## src/design/imu_fifo.sv

```systemverilog
// Small first-in first-out queue used between the core's stages.
module imu_fifo #(
   parameter int WIDTH = 8,
   parameter int DEPTH = 2
) (
   input  logic             clock,
   input  logic             reset,
   input  logic             push,
   input  logic [WIDTH-1:0] wr_data,
   output logic             full,
   input  logic             pop,
   output logic [WIDTH-1:0] rd_data,
   output logic             empty
);

   localparam int AW = (DEPTH > 1) ? $clog2(DEPTH) : 1;
   localparam int CW = $clog2(DEPTH + 1);

   logic [WIDTH-1:0] store_ff [DEPTH];
   logic [AW-1:0]    wr_ptr_ff, wr_ptr_in;
   logic [AW-1:0]    rd_ptr_ff, rd_ptr_in;
   logic [CW-1:0]    count_ff, count_in;
   logic             do_push, do_pop;

   assign full    = (count_ff == CW'(DEPTH));
   assign empty   = (count_ff == '0);
   assign do_push = push && !full;
   assign do_pop  = pop && !empty;
   assign rd_data = store_ff[rd_ptr_ff];

   always_comb begin
      wr_ptr_in = wr_ptr_ff;
      rd_ptr_in = rd_ptr_ff;
      count_in  = count_ff;
      if (do_push) begin
         wr_ptr_in = (wr_ptr_ff == AW'(DEPTH - 1)) ? '0 : wr_ptr_ff + AW'(1);
      end
      if (do_pop) begin
         rd_ptr_in = (rd_ptr_ff == AW'(DEPTH - 1)) ? '0 : rd_ptr_ff + AW'(1);
      end
      if (do_push && !do_pop) begin
         count_in = count_ff + CW'(1);
      end else if (do_pop && !do_push) begin
         count_in = count_ff - CW'(1);
      end
   end

   always_ff @(posedge clock) begin
      if (reset) begin
         wr_ptr_ff <= '0;
         rd_ptr_ff <= '0;
         count_ff  <= '0;
      end else begin
         wr_ptr_ff <= wr_ptr_in;
         rd_ptr_ff <= rd_ptr_in;
         count_ff  <= count_in;
      end
   end

   always_ff @(posedge clock) begin
      if (do_push) begin
         store_ff[wr_ptr_ff] <= wr_data;
      end
   end

endmodule

```

## config.mk

```make
export PLATFORM = sky130hd
export DESIGN_NAME = imu_fifo
export DESIGN_NICKNAME = d
export VERILOG_FILES = /design/src/design/imu_fifo.sv
export SDC_FILE = /design/constraint.sdc
export NUM_CORES = 1
export LEC_CHECK = 0
export ABC_AREA = 1
export BUFFER_PORTS_ARGS = -buffer_cell sky130_fd_sc_hd__buf_4
export CORE_MARGIN = 2
export CORE_UTILIZATION = 47
export CTS_BUF_LIST = sky130_fd_sc_hd__clkbuf_4 sky130_fd_sc_hd__clkbuf_8
export CTS_CLUSTER_DIAMETER = 60
export CTS_CLUSTER_SIZE = 10
export DETAILED_ROUTE_END_ITERATION = 7
export GPL_TIMING_DRIVEN = 0
export HOLD_SLACK_MARGIN = 0.06
export MAX_ROUTING_LAYER = met4
export PLACE_DENSITY_LB_ADDON = 0.1
export SLEW_MARGIN = 15
export SYNTH_ARGS = -nofsm -noshare
export SYNTH_HDL_FRONTEND = slang
export SYNTH_SLANG_ARGS = --single-unit
```

## constraint.sdc

```tcl
create_clock -name clock -period 1.5 [get_ports clock]
set_clock_uncertainty 0.2 [all_clocks]
set_input_delay 0.15 -clock clock [delete_from_list [all_inputs] [get_ports clock]]
set_output_delay 0.15 -clock clock [all_outputs]
set_load 0.05 [all_outputs]
```

==> flow_metrics.env, run 1 <==
export IMPL_tightest_slew_ps=255
export IMPL_hold_depth=1
export IMPL_clockBufferDepth=2
export IMPL_place_congestion=0.735
export IMPL_drt_iter0_drc=2
export IMPL_cp_data_arrival_time_ps=1260
export IMPL_synthTopCellsByArea="edfxtp_1, dfxtp_1, mux2_2, nor2_1, inv_1"
export IMPL_netlist_area_sq_um=828
export IMPL_hold_viol=0
export IMPL_die_area_sq_um=2110
export IMPL_layout_setup_ws_ps=-111
export IMPL_yosysTopAreaCell="edfxtp_1"
export IMPL_synth_top_area_share=0.580
export IMPL_drt_first_pass_iters=4
export IMPL_start_kind="register"
export IMPL_critPathMaxFanout=8
export IMPL_finalSetupViolCount=8
export IMPL_yosys_warnings=0
export IMPL_die_h_um=46.0
export IMPL_io_pins=22
export IMPL_finish_net_count=114
export IMPL_hold_ws_ps=337
export IMPL_synth_cells=62
export IMPL_ant_nets=0
export IMPL_numCtsBuffers=3
export IMPL_rr_startpoint="count_ff[0]$_SDFFE_PP0P_"
export IMPL_failed_checks="setup timing"
export IMPL_timing_rr_end="count_ff[0]$_SDFFE_PP0P_"
export IMPL_maxCapViolCount=0
export IMPL_cts_tree="yes"
export IMPL_clockRootBuffer="clkbuf_4"
export IMPL_cp_slowest_stage_delay_ps=350
export IMPL_grt_start_max_net_pins=13
export IMPL_p_leak_uw=0.000550
export IMPL_routed_wl_mm=1.41
export IMPL_area_growth_pct=60.4
export IMPL_die_x_um=46.0
export IMPL_fin_util=0.787
export IMPL_r2r_slack_ps=50
export IMPL_synth_commonest_cells="edfxtp_1, nor2_1, mux2_2, inv_1, dfxtp_1"
export IMPL_post_route_drc_count=0
export IMPL_htreeDepth=1
export IMPL_synth_most_common_cell="edfxtp_1"
export IMPL_synth_ff_type="edfxtp_1"
export IMPL_route_vias_total=580
export IMPL_fillers=108
export IMPL_tns_ps=-841
export IMPL_crit_type="register to primary output"
export IMPL_finalPower_uw=2280
export IMPL_syn_num_nets=75
export IMPL_viasPerCell=4.96
export IMPL_io_buffer_count=21
export IMPL_wl_per_cell_um=12.1
export IMPL_drv_slew=0
export IMPL_grt_usage=0.148
export IMPL_status="complete, but fails checks"
export IMPL_cp_cell_sequence="buf_8, mux2_4, buf_8"
export IMPL_cp_slowest_cell="dfxtp_2"
export IMPL_dp_hpwl_um=858
export IMPL_critPathCaptureType="primary output"
export IMPL_hold_path_class="register to register"
export IMPL_insertion_delay_ps=300
export IMPL_synth_cell_types=16
export IMPL_diodes=0
export IMPL_grt_pass1_vias=506
export IMPL_slew_headroom=0.830
export IMPL_hold_start="count_ff[0]$_SDFFE_PP0P_"
export IMPL_fmax_mhz=621
export IMPL_ir_worst_vdd_v=0.00131
export IMPL_synth_seq_cells=21
export IMPL_seq_area_frac_synth=0.701
export IMPL_min_to="count_ff[0]$_SDFFE_PP0P_"
export IMPL_std_cell_rows=15
export IMPL_layout_drive_gt1_share=0.500
export IMPL_grt_pass1_wl_mm=2.00
export IMPL_regArea_sq_um=587
export IMPL_antenna_found_initial=0
export IMPL_synth_edf_count=16
export IMPL_clkTransAtPathRegs_ps=110
export IMPL_required_ps=1150
export IMPL_rsz0062_at_grt="true"
export IMPL_period_needed_ps=1610
export IMPL_cp_common_cell="buf_8"
export IMPL_start_util=0.490
export IMPL_fin_crit_sh=1.07
export IMPL_avgSynthCellArea_sq_um=13.4
export IMPL_core_sq_um=1690
export IMPL_async_flop_share=0
export IMPL_r2r_cells=6
export IMPL_overflow=0
export IMPL_cts_sinks=21
export IMPL_power_per_cell_area_nw_per_um2=1720
export IMPL_multiInputGateArea_sq_um=287
-- critical path: cells and delay by family (launching register included) --
kind,cells,cell delay (ps)
DFF,1,350
muxes,1,320
buffers and inverters,2,290
-- sequential cells by signal, summed over array words and instances (netlist names), named ones only --
| name | count |
|---|---|
| count_ff | 2 |
| rd_ptr_ff | 1 |
| store_ff | 16 |
| wr_ptr_ff | 1 |
-- kinds of logic (layout without fill, tap and decap cells) --
kind of cell,Yosys count,count (layout),synth area share
DFF,21,21,0.701
buffers and inverters,10,48,0.0468
muxes,8,8,0.109
AOI/OAI and AO/OA,6,6,0.0453
adders and majority gates,1,1,0.0151
and+or+nand+nor,16,16,0.0831
-- per-stage QoR --
stage          std cells  instance area, sq um  worst slack (ps)
2_1_floorplan         62                   828             -21.2
3_3_place_gp         100                  1010              -246
3_5_place_dp         100                  1010              -259
4_1_cts              117                  1310              -111
5_1_grt              117                  1330              -150
6_report             117                  1330              -111
-- power breakdown --
group	switching, uW	total [uW]	internal, uW
combinational	657	1190	530
clock	169	269	99.5
sequential	69.5	824	754
-- placed cells by master, fill, tap and decap left out, types with 2 or more instances in the layout --
cell type	netlist	final
o21ai_4	0	2
dfxtp_2	0	2
nor2_1	9	7
dlygate4sd3_1	0	11
o21ai_1	1	2
mux2_4	0	8
inv_1	7	5
inv_2	2	3
buf_8	0	9
nand2_1	4	4
clkbuf_4	0	3
nor2_4	0	2
edfxtp_1	16	16
dfxtp_1	5	2
buf_4	0	14
-- routing by layer --
layer,vias to the layer above,track usage,part of all wire
li1,289,-,-
met1,268,0.170,0.42
met2,18,0.233,0.51
met5,-,-,0
met3,5,0.0238,0.043
met4,0,0.103,0.027
-- timing repair --
action,in CTS,in global routing
pin swaps,1,1
hold buffers,11,0
resized for setup,38,5
hold endpoints to repair,21,0
endpoints found under the setup margin,26,10
buffers inserted,2,0
-- how the worst max path moves through the flow --
stage,to,cells after the start
floorplan,store_ff[1][0]$_DFFE_PP_,2
global placement,store_ff[0][6]$_DFFE_PP_,2
detailed placement,store_ff[1][6]$_DFFE_PP_,2
CTS,rd_data[5],3
global route,rd_data[5],3
finish,rd_data[5],3
-- final cells by class --
class                   instances  share of cell area
flip-flops and latches         21               0.442
repair buffers                 34               0.267
multi-input cells              31               0.216
inverters                       9              0.0273
clock buffers                   3              0.0169
well taps                      17              0.0160
plain buffers                   1              0.0113
clock inverters                 1             0.00377
Note: power is estimated with default switching activity, not from simulation.
==> run 2, diff against run 1 <==
--- a/config.mk
+++ b/config.mk
@@ -16,7 +16,7 @@
 export GPL_TIMING_DRIVEN = 0
 export HOLD_SLACK_MARGIN = 0.06
 export MAX_ROUTING_LAYER = met4
-export PLACE_DENSITY_LB_ADDON = 0.1
+export PLACE_DENSITY = 0.78
 export SLEW_MARGIN = 15
 export SYNTH_ARGS = -nofsm -noshare
 export SYNTH_HDL_FRONTEND = slang
==> run 2 against run 1 <==
The flow still finishes with violations (setup timing). Total power is 4.1% higher. Highest routed layer unchanged. Maximum frequency rose by 0.11%. Largest cell class unchanged. Sequential cell count unchanged. Register-to-register slack lost 30 ps. Routed wire length increased by 32%.
==> flow_metrics.env, run 2 (same netlist as run 1, synthesis figures left out) <==
export IMPL_status="complete, but fails checks"
export IMPL_failed_checks="setup timing"
export IMPL_std_cell_rows=15
export IMPL_layout_drive_gt1_share=0.520
export IMPL_clkPwrFrac=0.120
export IMPL_fmax_mhz=621
export IMPL_route_vias_total=620
export IMPL_area_growth_pct=61.8
export IMPL_required_ps=1150
export IMPL_numCtsBuffers=3
export IMPL_hold_depth=1
export IMPL_tns_ps=-848
export IMPL_cp_slowest_cell="dfxtp_2"
export IMPL_clockBufferDepth=2
export IMPL_cp_slowest_stage_delay_ps=350
export IMPL_p_leak_uw=0.000557
export IMPL_maxCapViolCount=0
export IMPL_clkTransAtPathRegs_ps=110
export IMPL_dp_cells=100
export IMPL_drt_iter0_drc=5
export IMPL_grt_start_max_net_pins=12
export IMPL_overflow=0
export IMPL_grt_util_met3=0.0476
export IMPL_die_area_sq_um=2110
export IMPL_routed_wl_mm=1.87
export IMPL_power_per_cell_area_nw_per_um2=1770
export IMPL_layout_common_cells="buf_4, edfxtp_1, dlygate4sd3_1, buf_8, mux2_4"
export IMPL_hold_path_class="register to register"
export IMPL_power_share_switching=0.395
export IMPL_viasPerCell=5.21
export IMPL_place_ws_ps=-269
export IMPL_regMostFlops="store_ff"
export IMPL_post_route_drc_count=0
export IMPL_start_kind="register"
export IMPL_finalPower_uw=2370
export IMPL_reg_largest_list="store_ff: 16 flops, count_ff: 2 flops"
export IMPL_antenna_found_initial=0
export IMPL_finalSetupViolCount=9
export IMPL_grt_pass1_vias=624
export IMPL_wl_per_cell_um=15.7
export IMPL_p_comb_frac=0.531
export IMPL_diodes=0
export IMPL_slew_headroom=0.809
export IMPL_tightest_slew_ps=286
export IMPL_cts_sinks=21
export IMPL_critPathCaptureType="primary output"
export IMPL_io_buffer_count=21
export IMPL_cp_data_arrival_time_ps=1260
export IMPL_ir_worst_vdd_v=0.00114
export IMPL_fin_cells=119
export IMPL_insertion_delay_ps=300
export IMPL_critPathMaxFanout=8
export IMPL_start_util=0.490
export IMPL_drt_first_pass_iters=4
export IMPL_grt_pass1_wl_mm=2.55
export IMPL_cts_tree="yes"
export IMPL_dpl_cell_area_sq_um=1010
export IMPL_intPower_uw=1440
export IMPL_core_sq_um=1690
export IMPL_crit_type="register to primary output"
export IMPL_switchingPower_uw=938
export IMPL_rsz0062_at_grt="true"
export IMPL_clockRootBuffer="clkbuf_4"
export IMPL_final_area_sq_um=1340
export IMPL_die_h_um=46.0
export IMPL_largest_reg_flops=16
export IMPL_cp_common_cell="buf_8"
export IMPL_drv_slew=0
export IMPL_grt_util_met1=0.178
export IMPL_gr_usage_met2=0.331
export IMPL_grt_busiest_layer="met2"
export IMPL_place_congestion=0.742
export IMPL_layout_setup_ws_ps=-110
export IMPL_r2r_slack_ps=20
export IMPL_io_pins=22
export IMPL_r2r_cells=6
export IMPL_die_x_um=46.0
export IMPL_htreeDepth=1
export IMPL_period_needed_ps=1610
export IMPL_dp_hpwl_um=920
export IMPL_ant_nets=0
export IMPL_hold_viol=0
export IMPL_fin_crit_sh=1.07
export IMPL_finish_net_count=116
export IMPL_p_seq_frac=0.349
export IMPL_grt_usage=0.188
export IMPL_cp_cell_sequence="buf_8, mux2_4, buf_8"
==> run 2: cell count changes in the layout (fill, tap and decap cells not counted), sizes merged <==
| cell | previous run | this run |
|---|---|---|
| buf | 24 | 26 |
| clkbuf | 3 | 4 |
| clkinv | 1 | 0 |
==> run 2: power groups by stage <==
stage	Clock, uW	Combinational, uW	Sequential [uW]
2_1_floorplan	0	638	803
3_3_place_gp	0	831	812
3_5_place_dp	0	854	818
4_1_cts	292	1140	816
5_1_grt	318	1320	838
6_report	285	1260	829
==> run 2: area by class of cell <==
type	instances	area, sq um
multi-input cells	31	289
repair buffers	36	362
fillers	100	349
well taps	17	21.3
clock buffers	4	30.0
plain buffers	1	15.0
inverters	9	36.3
flip-flops and latches	21	587
==> run 2: what timing repair did <==
item                                    CTS  global route
hold endpoints to repair                 21             1
resized for setup                        37             7
buffers inserted                          3             1
hold buffers                             10             1
pin swaps                                 1             6
endpoints found under the setup margin   26            10
==> run 2: per-layer routing <==
metal | vias up | wire, um
li1 | 295 | -
met1 | 303 | 686
met2 | 20 | 1120
met3 | 2 | 49
met4 | 0 | 10
met5 | - | 0
==> run 2: path summary, 6_finish.rpt <==
kind / from / endpoint
setup reg to reg: count_ff[0]$_SDFFE_PP0P_ / count_ff[0]$_SDFFE_PP0P_
hold reg to reg: count_ff[0]$_SDFFE_PP0P_ / count_ff[0]$_SDFFE_PP0P_
hold / removal: count_ff[0]$_SDFFE_PP0P_ / count_ff[0]$_SDFFE_PP0P_
setup / recovery: register / rd_data[4]
==> run 2: worst max-delay path: cells and delay by family, from the launching register on <==
kind,cells,cell delay (ps)
buf+inv,2,290
flops,1,350
mux,1,320
==> run 2: through the flow <==
stage          hold slack (ps)   util
5_1_grt                    358  0.793
3_5_place_dp               138  0.596
2_1_floorplan             48.9      -
3_3_place_gp               135  0.596
6_report                   334  0.793
4_1_cts                  -18.8  0.761
