===== src/design/imu_pkg.sv =====
// Shared types, constants and a helper function for the Ising Metropolis update core.
package imu_pkg;

   // Fixed field widths of the item and register formats.
   localparam int COORD_W       = 8;
   localparam int SITE_W        = 6;
   localparam int SIZE_W        = 7;
   localparam int SWEEP_W       = 13;
   localparam int SWEEP_COUNT_W = 32;
   localparam int RAND_W        = 16;
   localparam int THR_W         = 17;
   localparam int THR_WORD_W    = 51;
   localparam int THR_WORDS     = 5;
   localparam int ENTRY_W       = 4;
   localparam int CSR_INDEX_W   = 3;

   localparam logic [SIZE_W-1:0]  SIZE_RESET  = 7'd64;
   localparam logic [SWEEP_W-1:0] SWEEP_RESET = 13'd4096;

   typedef enum logic [CSR_INDEX_W-1:0] {
      CSR_SIZE_X       = 3'd0,
      CSR_SIZE_Y       = 3'd1,
      CSR_SWEEP_LENGTH = 3'd2,
      CSR_THR_WORD0    = 3'd3,
      CSR_THR_WORD1    = 3'd4,
      CSR_THR_WORD2    = 3'd5,
      CSR_THR_WORD3    = 3'd6,
      CSR_THR_WORD4    = 3'd7
   } csr_index_type;

   typedef enum logic [2:0] {
      BK_CLEAR,
      BK_IDLE,
      BK_RD_PREV,
      BK_RD_CUR,
      BK_RD_NEXT,
      BK_EVAL,
      BK_WRITE
   } back_state_type;

   typedef logic [THR_WORDS-1:0][THR_WORD_W-1:0] thr_words_type;

   typedef struct packed {
      logic [SIZE_W-1:0]  size_x;
      logic [SIZE_W-1:0]  size_y;
      logic [SWEEP_W-1:0] sweep_length;
      thr_words_type      thr_words;
   } cfg_type;

   typedef struct packed {
      logic              req_type;
      logic [SITE_W-1:0] site_x;
      logic [SITE_W-1:0] site_y;
      logic [RAND_W-1:0] random_fraction;
      logic              spin_in;
   } req_item_type;

   typedef struct packed {
      logic                     accepted;
      logic                     spin_after;
      logic                     sweep_done;
      logic [SWEEP_W-1:0]       sweep_accepts;
      logic [SWEEP_COUNT_W-1:0] sweep_count;
   } rsp_item_type;

   // Decoded command handed from the front end to the back end.
   typedef struct packed {
      logic               is_write;
      logic               spin_in;
      logic [RAND_W-1:0]  rnd;
      logic [COORD_W-1:0] x;
      logic [COORD_W-1:0] xp;
      logic [COORD_W-1:0] xn;
      logic [COORD_W-1:0] y;
      logic [COORD_W-1:0] yp;
      logic [COORD_W-1:0] yn;
   } cmd_type;

   // Picks the acceptance threshold for entry = energy index * 2 + spin.
   function automatic logic [THR_W-1:0] thr_select(input thr_words_type words,
                                                    input logic [ENTRY_W-1:0] entry);
      logic [THR_W-1:0] thr;
      case (entry)
         4'd0:    thr = words[0][16:0];
         4'd1:    thr = words[0][33:17];
         4'd2:    thr = words[0][50:34];
         4'd3:    thr = words[1][16:0];
         4'd4:    thr = words[1][33:17];
         4'd5:    thr = words[1][50:34];
         4'd6:    thr = words[2][16:0];
         4'd7:    thr = words[2][33:17];
         4'd8:    thr = words[2][50:34];
         4'd9:    thr = words[3][16:0];
         4'd10:   thr = words[3][33:17];
         4'd11:   thr = words[3][50:34];
         4'd12:   thr = words[4][16:0];
         4'd13:   thr = words[4][33:17];
         default: thr = '0;
      endcase
      return thr;
   endfunction

endpackage


===== src/design/imu_front.sv =====
// Front end: clamps the site, works out the wrapped neighbour coordinates and masks the random value.
module imu_front #(
   parameter int MAX_X     = 64,
   parameter int MAX_Y     = 64,
   parameter int RAND_BITS = 16
) (
   input  imu_pkg::cfg_type      cfg,
   input  imu_pkg::req_item_type req,
   output imu_pkg::cmd_type      cmd
);

   localparam int XW  = (MAX_X > 1) ? $clog2(MAX_X) : 1;
   localparam int YW  = (MAX_Y > 1) ? $clog2(MAX_Y) : 1;
   localparam int SXW = XW + 1;
   localparam int SYW = YW + 1;
   localparam logic [imu_pkg::RAND_W-1:0] RND_MASK =
      (RAND_BITS >= imu_pkg::RAND_W) ? '1
                                     : imu_pkg::RAND_W'((32'd1 << RAND_BITS) - 32'd1);

   logic [SXW-1:0] eff_sx, x_inc;
   logic [SYW-1:0] eff_sy, y_inc;
   logic [XW-1:0]  x_c, x_p, x_n;
   logic [YW-1:0]  y_c, y_p, y_n;

   always_comb begin
      // A size of zero acts as one; a size beyond the lattice acts as the lattice size.
      if (cfg.size_x == '0) begin
         eff_sx = SXW'(1);
      end else if (32'(cfg.size_x) > 32'(MAX_X)) begin
         eff_sx = SXW'(MAX_X);
      end else begin
         eff_sx = SXW'(cfg.size_x);
      end
      if (cfg.size_y == '0) begin
         eff_sy = SYW'(1);
      end else if (32'(cfg.size_y) > 32'(MAX_Y)) begin
         eff_sy = SYW'(MAX_Y);
      end else begin
         eff_sy = SYW'(cfg.size_y);
      end

      x_c = (32'(req.site_x) >= 32'(eff_sx)) ? XW'(eff_sx - SXW'(1)) : XW'(req.site_x);
      y_c = (32'(req.site_y) >= 32'(eff_sy)) ? YW'(eff_sy - SYW'(1)) : YW'(req.site_y);

      x_p   = (x_c == '0) ? XW'(eff_sx - SXW'(1)) : x_c - XW'(1);
      y_p   = (y_c == '0) ? YW'(eff_sy - SYW'(1)) : y_c - YW'(1);
      x_inc = SXW'(x_c) + SXW'(1);
      y_inc = SYW'(y_c) + SYW'(1);
      x_n   = (x_inc >= eff_sx) ? '0 : XW'(x_inc);
      y_n   = (y_inc >= eff_sy) ? '0 : YW'(y_inc);

      cmd.is_write = req.req_type;
      cmd.spin_in  = req.spin_in;
      cmd.rnd      = req.random_fraction & RND_MASK;
      cmd.x        = imu_pkg::COORD_W'(x_c);
      cmd.xp       = imu_pkg::COORD_W'(x_p);
      cmd.xn       = imu_pkg::COORD_W'(x_n);
      cmd.y        = imu_pkg::COORD_W'(y_c);
      cmd.yp       = imu_pkg::COORD_W'(y_p);
      cmd.yn       = imu_pkg::COORD_W'(y_n);
   end

endmodule


===== config.mk =====
export PLATFORM = sky130hd
export DESIGN_NAME = imu_front
export DESIGN_NICKNAME = d
export VERILOG_FILES = /design/src/design/imu_pkg.sv /design/src/design/imu_front.sv
export SDC_FILE = /design/constraint.sdc
export NUM_CORES = 1
export LEC_CHECK = 0
export BUFFER_PORTS_ARGS = -buffer_cell sky130_fd_sc_hd__buf_2
export CORE_AREA = 10 10 139 141
export DETAILED_ROUTE_END_ITERATION = 10
export DIE_AREA = 0 0 149 151
export REMOVE_ABC_BUFFERS = 1
export SYNTH_ARGS = -nofsm -noshare
export SYNTH_HDL_FRONTEND = slang
export SYNTH_SLANG_ARGS = --single-unit

===== constraint.sdc =====
create_clock -name vclk -period 4.8
set_input_delay 0.48 -clock vclk [all_inputs]
set_output_delay 0.48 -clock vclk [all_outputs]
set_load 0.03 [all_outputs]

==> results.toml, run 1 <==
[detailed_routing]
highest_layer = "met4"
first_pass_iters = 5
detail_route.vias_per_cell = 4.20
ant_nets = 0
drt_iter0_drc = 84
wl_met3_um = 904
route.detailed.drc = 0
wirelength_met1_mm = 4.01
via_count = 2529
met2WireLength_mm = 3.29
wl_per_cell_um = 13.8
detail_route.wirelength_mm = 8.30

[power_and_ir_drop]
overall_power_of_the_completed_layout_mw = 0.553
ir_worst_vdd_v = 0.000117
p_leak_nw = 1.33
power_density_mw_per_mm2 = 182

[layout]
clk_buf = 0
final_net_count = 726
flops_and_latches = 0
layout.cells.non_filler = 602
register_area_um2 = 0
areaGrowthSynthToFinish_pct = 37.9
drive_above_1_share_pct = 40.0

[placed_design]
portBuffers = 62
dp.cells = 595
gp_congestion = 0.862
place_hpwl_mm = 6.96

[worst_setup_path]
timing.critical_path.slowest_cell_delay_ns = 0.43
crit_path_top_delay_cell = "sky130_fd_sc_hd__or3_1"
cp.arrival_ns = 4.09
cp.required_ns = 4.32
timing.critical_path.buf_inv = 3
critical_path_endpoint_category = "output pin"
cpMostUsedCell = "sky130_fd_sc_hd__ha_1"
startpoint_type = "input pin"
worst_path_max_fanout = 5
critical-path-top-delay-family = "compound AO/OA/AOI/OAI gates"
criticalPathCategory = "input pin to output pin"
worstPathCellList = "buf_2 > or3_1 > o2bb2ai_4 > ha_1 > nand2b_1 > a211o_1 > o2bb2ai_4 > nor2_1 > a21oi_1 > buf_4 > ha_1 > xor2_2 > ha_1 > a211oi_2 > o21ai_0 > o2111ai_2 > nand2_2 > nor3b_2 > buf_4"

[global_route]
grt_start_max_net_pins = 16
grt_first_pass_wirelength_mm = 13.0
grt_usage_pct = 6.77
gr-total-overflow = 0
grt_antenna_before_repair = 0
first_global_vias = 2547

[sta]
max_freq_mhz = 219
final_max_slew_violation_count = 0
rsz_0062_raised_after_global_routing = "false"
setup_viol_count_final = 0
report.final.hold_viol_count = 0
finalWorstPathRequiredPeriod_ns = 4.57
timing.max_slew.rel_slack_pct = 46.2
max_slew.worst_pin.slew_ns = 0.796
final_min_period_over_clock_period_pct = 95.2

[run_status]
outcome = "completed"

[logic_synthesis]
synth_cell_type_count = 65
yosys_warning_total = 0
yosysSeqAreaShare_pct = 0
synthesis.area_mm2 = 0.00220
synthesis.area_per_instance_um2 = 7.36
syn_inst = 299

[floorplanning]
placementRows = 47
die_area_mm2 = 0.0225
initial_core_util_pct = 13.4
die_y_um = 151
core_area_mm2 = 0.0165
fp.dieW_um = 149
top_level_ports = 378

[hold_path]
tightest_hold_check_type = "input pin to output pin"

[clock_tree]
cts_hold_buf = 0

[flow_run]
drv.max_cap_violation_count = 0
## final cells by class
cell class         instances  area (µm²)
diodes                     2        5.00
fillers                 1939       13400
inverters                 16        60.1
multi-input cells        257        2030
well taps                220         275
repair buffers           107         662
## cells in the mapped netlist, types with 7 or more instances
master | instances | area share [%]
sky130_fd_sc_hd__o21ai_0 | 14 | 3.2
sky130_fd_sc_hd__xnor2_1 | 9 | 3.6
sky130_fd_sc_hd__buf_4 | 30 | 10
sky130_fd_sc_hd__nand2b_1 | 7 | 2.0
sky130_fd_sc_hd__nor2_1 | 19 | 3.2
sky130_fd_sc_hd__inv_1 | 13 | 2.2
sky130_fd_sc_hd__nand3_1 | 12 | 2.7
sky130_fd_sc_hd__ha_1 | 32 | 18
sky130_fd_sc_hd__nand2_1 | 24 | 4.1
sky130_fd_sc_hd__a21oi_1 | 11 | 2.5
sky130_fd_sc_hd__mux2i_1 | 7 | 3.2
sky130_fd_sc_hd__nor3_1 | 10 | 2.3
sky130_fd_sc_hd__and3_1 | 7 | 2.0
## what timing repair did
action                                  CTS  global route
endpoints found under the setup margin    4            12
resized for setup                         6            26
pin swaps                                 2             6
setup buffers                             2             3
cloned                                    0             0
## cell families after synthesis
group,share of synthesized area [%]
compound gates,26.7
xor+xnor,5.17
fa+ha+maj,18.2
simple gates,28.9
buf+inv,14.6
other cells,0.170
mux,6.25
## placed cells by master (no fill, tap or decap), types with 7 or more instances in the layout
cell type,n
sky130_fd_sc_hd__buf_2,58
sky130_fd_sc_hd__buf_4,48
sky130_fd_sc_hd__ha_1,30
sky130_fd_sc_hd__nand2_1,22
sky130_fd_sc_hd__nor2_1,18
sky130_fd_sc_hd__inv_1,13
sky130_fd_sc_hd__nand3_1,12
sky130_fd_sc_hd__conb_1,12
sky130_fd_sc_hd__a21oi_1,10
sky130_fd_sc_hd__nor3_1,10
sky130_fd_sc_hd__o21ai_0,10
sky130_fd_sc_hd__xnor2_1,8
sky130_fd_sc_hd__nand2b_1,7
sky130_fd_sc_hd__mux2i_1,7
sky130_fd_sc_hd__and3_1,7
## where the power goes
group	total [mW]	internal, mW	switching (mW)
Combinational	0.553	0.209	0.344
Clock	0.0000000562	0.0000000562	0
Sequential	0	0	0
## final timing paths
kind / cells past startpoint / slack (ns) / start / to
setup / recovery: 19 / 0.23 / cfg[277] / cmd[28]
hold / removal: 0 / 0.96 / req[10] / cmd[57]
## routing by layer
layer	track usage [%]	vias up
met5	1.81	-
met4	0.785	0
met3	2.60	8
met2	9.48	143
met1	9.61	1137
li1	-	1241
## stage by stage
step                      hold slack, ns  worst slack, ns  utilization, %  TNS [ns]  area, µm²
after floorplan                    0.960            -1.16               -     -8.32       1980
after global placement             0.960           -0.128            17.4    -0.314       2870
after detailed placement           0.960          -0.0433            17.4    -0.127       2870
after CTS                          0.960          -0.0302            17.6   -0.0517       2900
after global routing               0.960          0.00142            18.4         0       3030
final                              0.960            0.230            18.4         0       3040
(Power assumes the default switching activity.)
==> inputs of run 2 (changes only) <==
--- a/config.mk
+++ b/config.mk
@@ -5,10 +5,11 @@
 export SDC_FILE = /design/constraint.sdc
 export NUM_CORES = 1
 export LEC_CHECK = 0
+export ABC_AREA = 1
 export BUFFER_PORTS_ARGS = -buffer_cell sky130_fd_sc_hd__buf_2
-export CORE_AREA = 10 10 139 141
+export CORE_AREA = 10 10 138 140
 export DETAILED_ROUTE_END_ITERATION = 10
-export DIE_AREA = 0 0 149 151
+export DIE_AREA = 0 0 148 150
 export REMOVE_ABC_BUFFERS = 1
 export SYNTH_ARGS = -nofsm -noshare
 export SYNTH_HDL_FRONTEND = slang
==> constraint.sdc (replaced) <==
create_clock -name vclk -period 4.05
set_input_delay 0.405 -clock vclk [all_inputs]
set_output_delay 0.405 -clock vclk [all_outputs]
set_load 0.03 [all_outputs]
==> results.toml, run 2 <==
[logic_synthesis]
synth_mux_area_share_pct = 0
synth_compound_area_share_pct = 10.0
yosys.cell_count.top_type = "sky130_fd_sc_hd__nand2_1"
synth_cell_type_count = 33
yosys-top-cells-area = "sky130_fd_sc_hd__nand2_1 19%, sky130_fd_sc_hd__ha_1 18%, sky130_fd_sc_hd__buf_4 10%, sky130_fd_sc_hd__nand3_1 9.2%, sky130_fd_sc_hd__inv_1 8.1%"
synth_top_area_share_pct = 18.7
yosysSeqAreaShare_pct = 0
syn_inst = 388
synth-simple-area-share_pct = 47.4
yosys.area_share.xor_xnor_pct = 3.21
synth_top_area_cell = "sky130_fd_sc_hd__nand2_1"
dominant_combinational_cell_family_by_area_after_synthesis = "simple AND/OR/NAND/NOR gates"
synthesis.area_mm2 = 0.00218
synthesis.area_per_instance_um2 = 5.63
post_synth_fa_ha_maj_area_fraction_pct = 18.3
synth_commonest_cells = "109 x sky130_fd_sc_hd__nand2_1, 47 x sky130_fd_sc_hd__inv_1, 40 x sky130_fd_sc_hd__nand3_1, 38 x sky130_fd_sc_hd__nor2_1, 32 x sky130_fd_sc_hd__ha_1"
yosys_warning_total = 0

[layout]
finalCoreUtilization_pct = 23.3
drive_above_1_share_pct = 50.8
register_area_um2 = 0
areaGrowthSynthToFinish_pct = 74.1
final_net_count = 860
layout.cell_area.non_filler_mm2 = 0.00380
flops_and_latches = 0
multi_input_area_mm2 = 0.00225
layout.cells.most_common_list = "94 x sky130_fd_sc_hd__nand2_1, 80 x sky130_fd_sc_hd__buf_4, 47 x sky130_fd_sc_hd__buf_2"
layout_commonest_cell = "sky130_fd_sc_hd__nand2_1"
nFillCells = 1878
clk_buf = 0

[sta]
max_freq_mhz = 254
final_min_period_over_clock_period_pct = 97.2
rsz_0062_raised_after_global_routing = "true"
finalSetupTns_ns = 0
finalWorstPathRequiredPeriod_ns = 3.94
final_max_slew_violation_count = 0
setup_viol_count_final = 0
report.final.hold_viol_count = 0
final.hold.worst_slack_ns = 0.810

[global_route]
gr-total-overflow = 0
grt_first_pass_wirelength_mm = 13.2
grt_start_max_net_pins = 10
first_global_vias = 2810
grt_antenna_before_repair = 1
grt_usage_pct = 6.91

[worst_setup_path]
startpoint_type = "input pin"
criticalPathCategory = "input pin to output pin"
cp.required_ns = 3.64
critical_path_endpoint_category = "output pin"
worst_path_max_fanout = 6
cp.arrival_ns = 3.53

[detailed_routing]
detail_route.wirelength_mm = 8.62
ant_nets = 0
drt_iter0_drc = 109
detail_route.vias_per_cell = 3.83
via_count = 2812
first_pass_iters = 4
route.detailed.drc = 0
wl_per_cell_um = 11.7

[placed_design]
place_hpwl_mm = 7.02
placed_cell_area_mm2 = 0.00310
gp_congestion = 0.854
portBuffers = 62

[hold_path]
tightest_hold_check_type = "input pin to output pin"
hold_wc_startpoint = "req[11]"
worst_hold_endpoint = "cmd[58]"
whs_path_depth = 0

[floorplanning]
initial_core_util_pct = 13.4
top_level_ports = 378
die_area_mm2 = 0.0222
fp.dieW_um = 148
die_y_um = 150
placementRows = 47
core_area_mm2 = 0.0163

[run_status]
outcome = "completed"

[power_and_ir_drop]
ir_worst_vdd_v = 0.000230
p_leak_nw = 1.92
power_density_mw_per_mm2 = 266

[flow_run]
drv.max_cap_violation_count = 0
==> run 2: changes by cell type after synthesis, sizes merged, moves of 6 or more <==
cell / delta
nand2: +102
inv: +37
nand3: +29
nor2: +23
nor3: -10
mux2i: -9
nand4: +9
and3: -7
nand2b: -7
o31ai: -6
==> run 2: cells by family (layout without fill, tap and decap cells) <==
| logic type | after synthesis | in the layout |
|---|---|---|
| adders and majority gates | 32 | 32 |
| AOI/OAI and AO/OA | 34 | 34 |
| xor gates and xnor gates | 8 | 8 |
| other | 1 | 13 |
| and+or+nand+nor | 226 | 226 |
| buffers and inverters | 87 | 202 |
==> run 2: final cells by class <==
cell class                 count  share of cell area, %
multi-input combinational    312                   59.2
tap                          220                   7.24
inverter                      55                   5.56
antenna                        1                 0.0658
timing repair buffer         147                   27.9
==> run 2: worst max-delay path, cell delays in order <==
cell and delay [ns]:
sky130_fd_sc_hd__buf_6 0.10, sky130_fd_sc_hd__nor2_4 0.10, sky130_fd_sc_hd__nand4_1 0.10, sky130_fd_sc_hd__nand2_2 0.13, sky130_fd_sc_hd__nand2_4 0.08, sky130_fd_sc_hd__ha_4 0.28, sky130_fd_sc_hd__nand2_2 0.04, sky130_fd_sc_hd__o211ai_1 0.20
sky130_fd_sc_hd__nand2_1 0.13, sky130_fd_sc_hd__buf_4 0.16, sky130_fd_sc_hd__nand3_1 0.08, sky130_fd_sc_hd__nand2_2 0.07, sky130_fd_sc_hd__inv_2 0.08, sky130_fd_sc_hd__ha_4 0.15, sky130_fd_sc_hd__buf_6 0.10, sky130_fd_sc_hd__nand4_1 0.15
sky130_fd_sc_hd__nand2_2 0.15, sky130_fd_sc_hd__inv_1 0.08, sky130_fd_sc_hd__ha_4 0.25, sky130_fd_sc_hd__a21oi_2 0.15, sky130_fd_sc_hd__o2111ai_2 0.12, sky130_fd_sc_hd__buf_6 0.18, sky130_fd_sc_hd__nor2_4 0.11, sky130_fd_sc_hd__buf_6 0.13
==> run 2: layer usage <==
| layer | vias up | global-route usage [%] | part of all wire [%] |
|---|---|---|---|
| li1 | 1457 | - | - |
| met4 | 0 | 0.595 | 0.53 |
| met5 | - | 1.81 | 0 |
| met3 | 4 | 2.20 | 6.9 |
| met1 | 1257 | 9.90 | 52 |
| met2 | 94 | 9.96 | 41 |
==> run 2: worst max-delay path by stage <==
stage | start | end | slack [ns] | depth (start not counted)
6_report | cfg[269] | cmd[0] | 0.11 | 24
5_1_grt | cfg[273] | cmd[0] | -0.08 | 25
4_1_cts | cfg[273] | cmd[4] | 0.009 | 27
3_5_place_dp | cfg[273] | cmd[5] | -0.15 | 24
3_3_place_gp | cfg[273] | cmd[5] | -0.12 | 24
2_1_floorplan | cfg[273] | cmd[2] | -0.12 | 21
==> run 2: timing repair <==
| item | 4_1_cts | 5_1_grt |
|---|---|---|
| hold buffers | 0 | 0 |
| setup endpoints to repair | 9 | 12 |
| resized for setup | 21 | 122 |
| setup buffers | 1 | 12 |
| pin swaps | 2 | 45 |
==> run 2: report_power, final <==
part,total [mW],internal [mW],leakage [nW],switching [mW]
combinational,1.01,0.427,1.92,0.584
sequential,0,0,0,0
clock,0.0000000334,0.0000000334,0.00000634,0
total,1.01,0.427,1.92,0.584
==> run 2: through the flow <==
stage	total power, mW	worst slack, ns	instances
2_1_floorplan	0.488	-0.121	367
3_3_place_gp	0.779	-0.118	721
3_5_place_dp	0.780	-0.150	721
4_1_cts	0.813	0.00897	722
5_1_grt	1.11	-0.0821	734
6_report	1.01	0.114	735
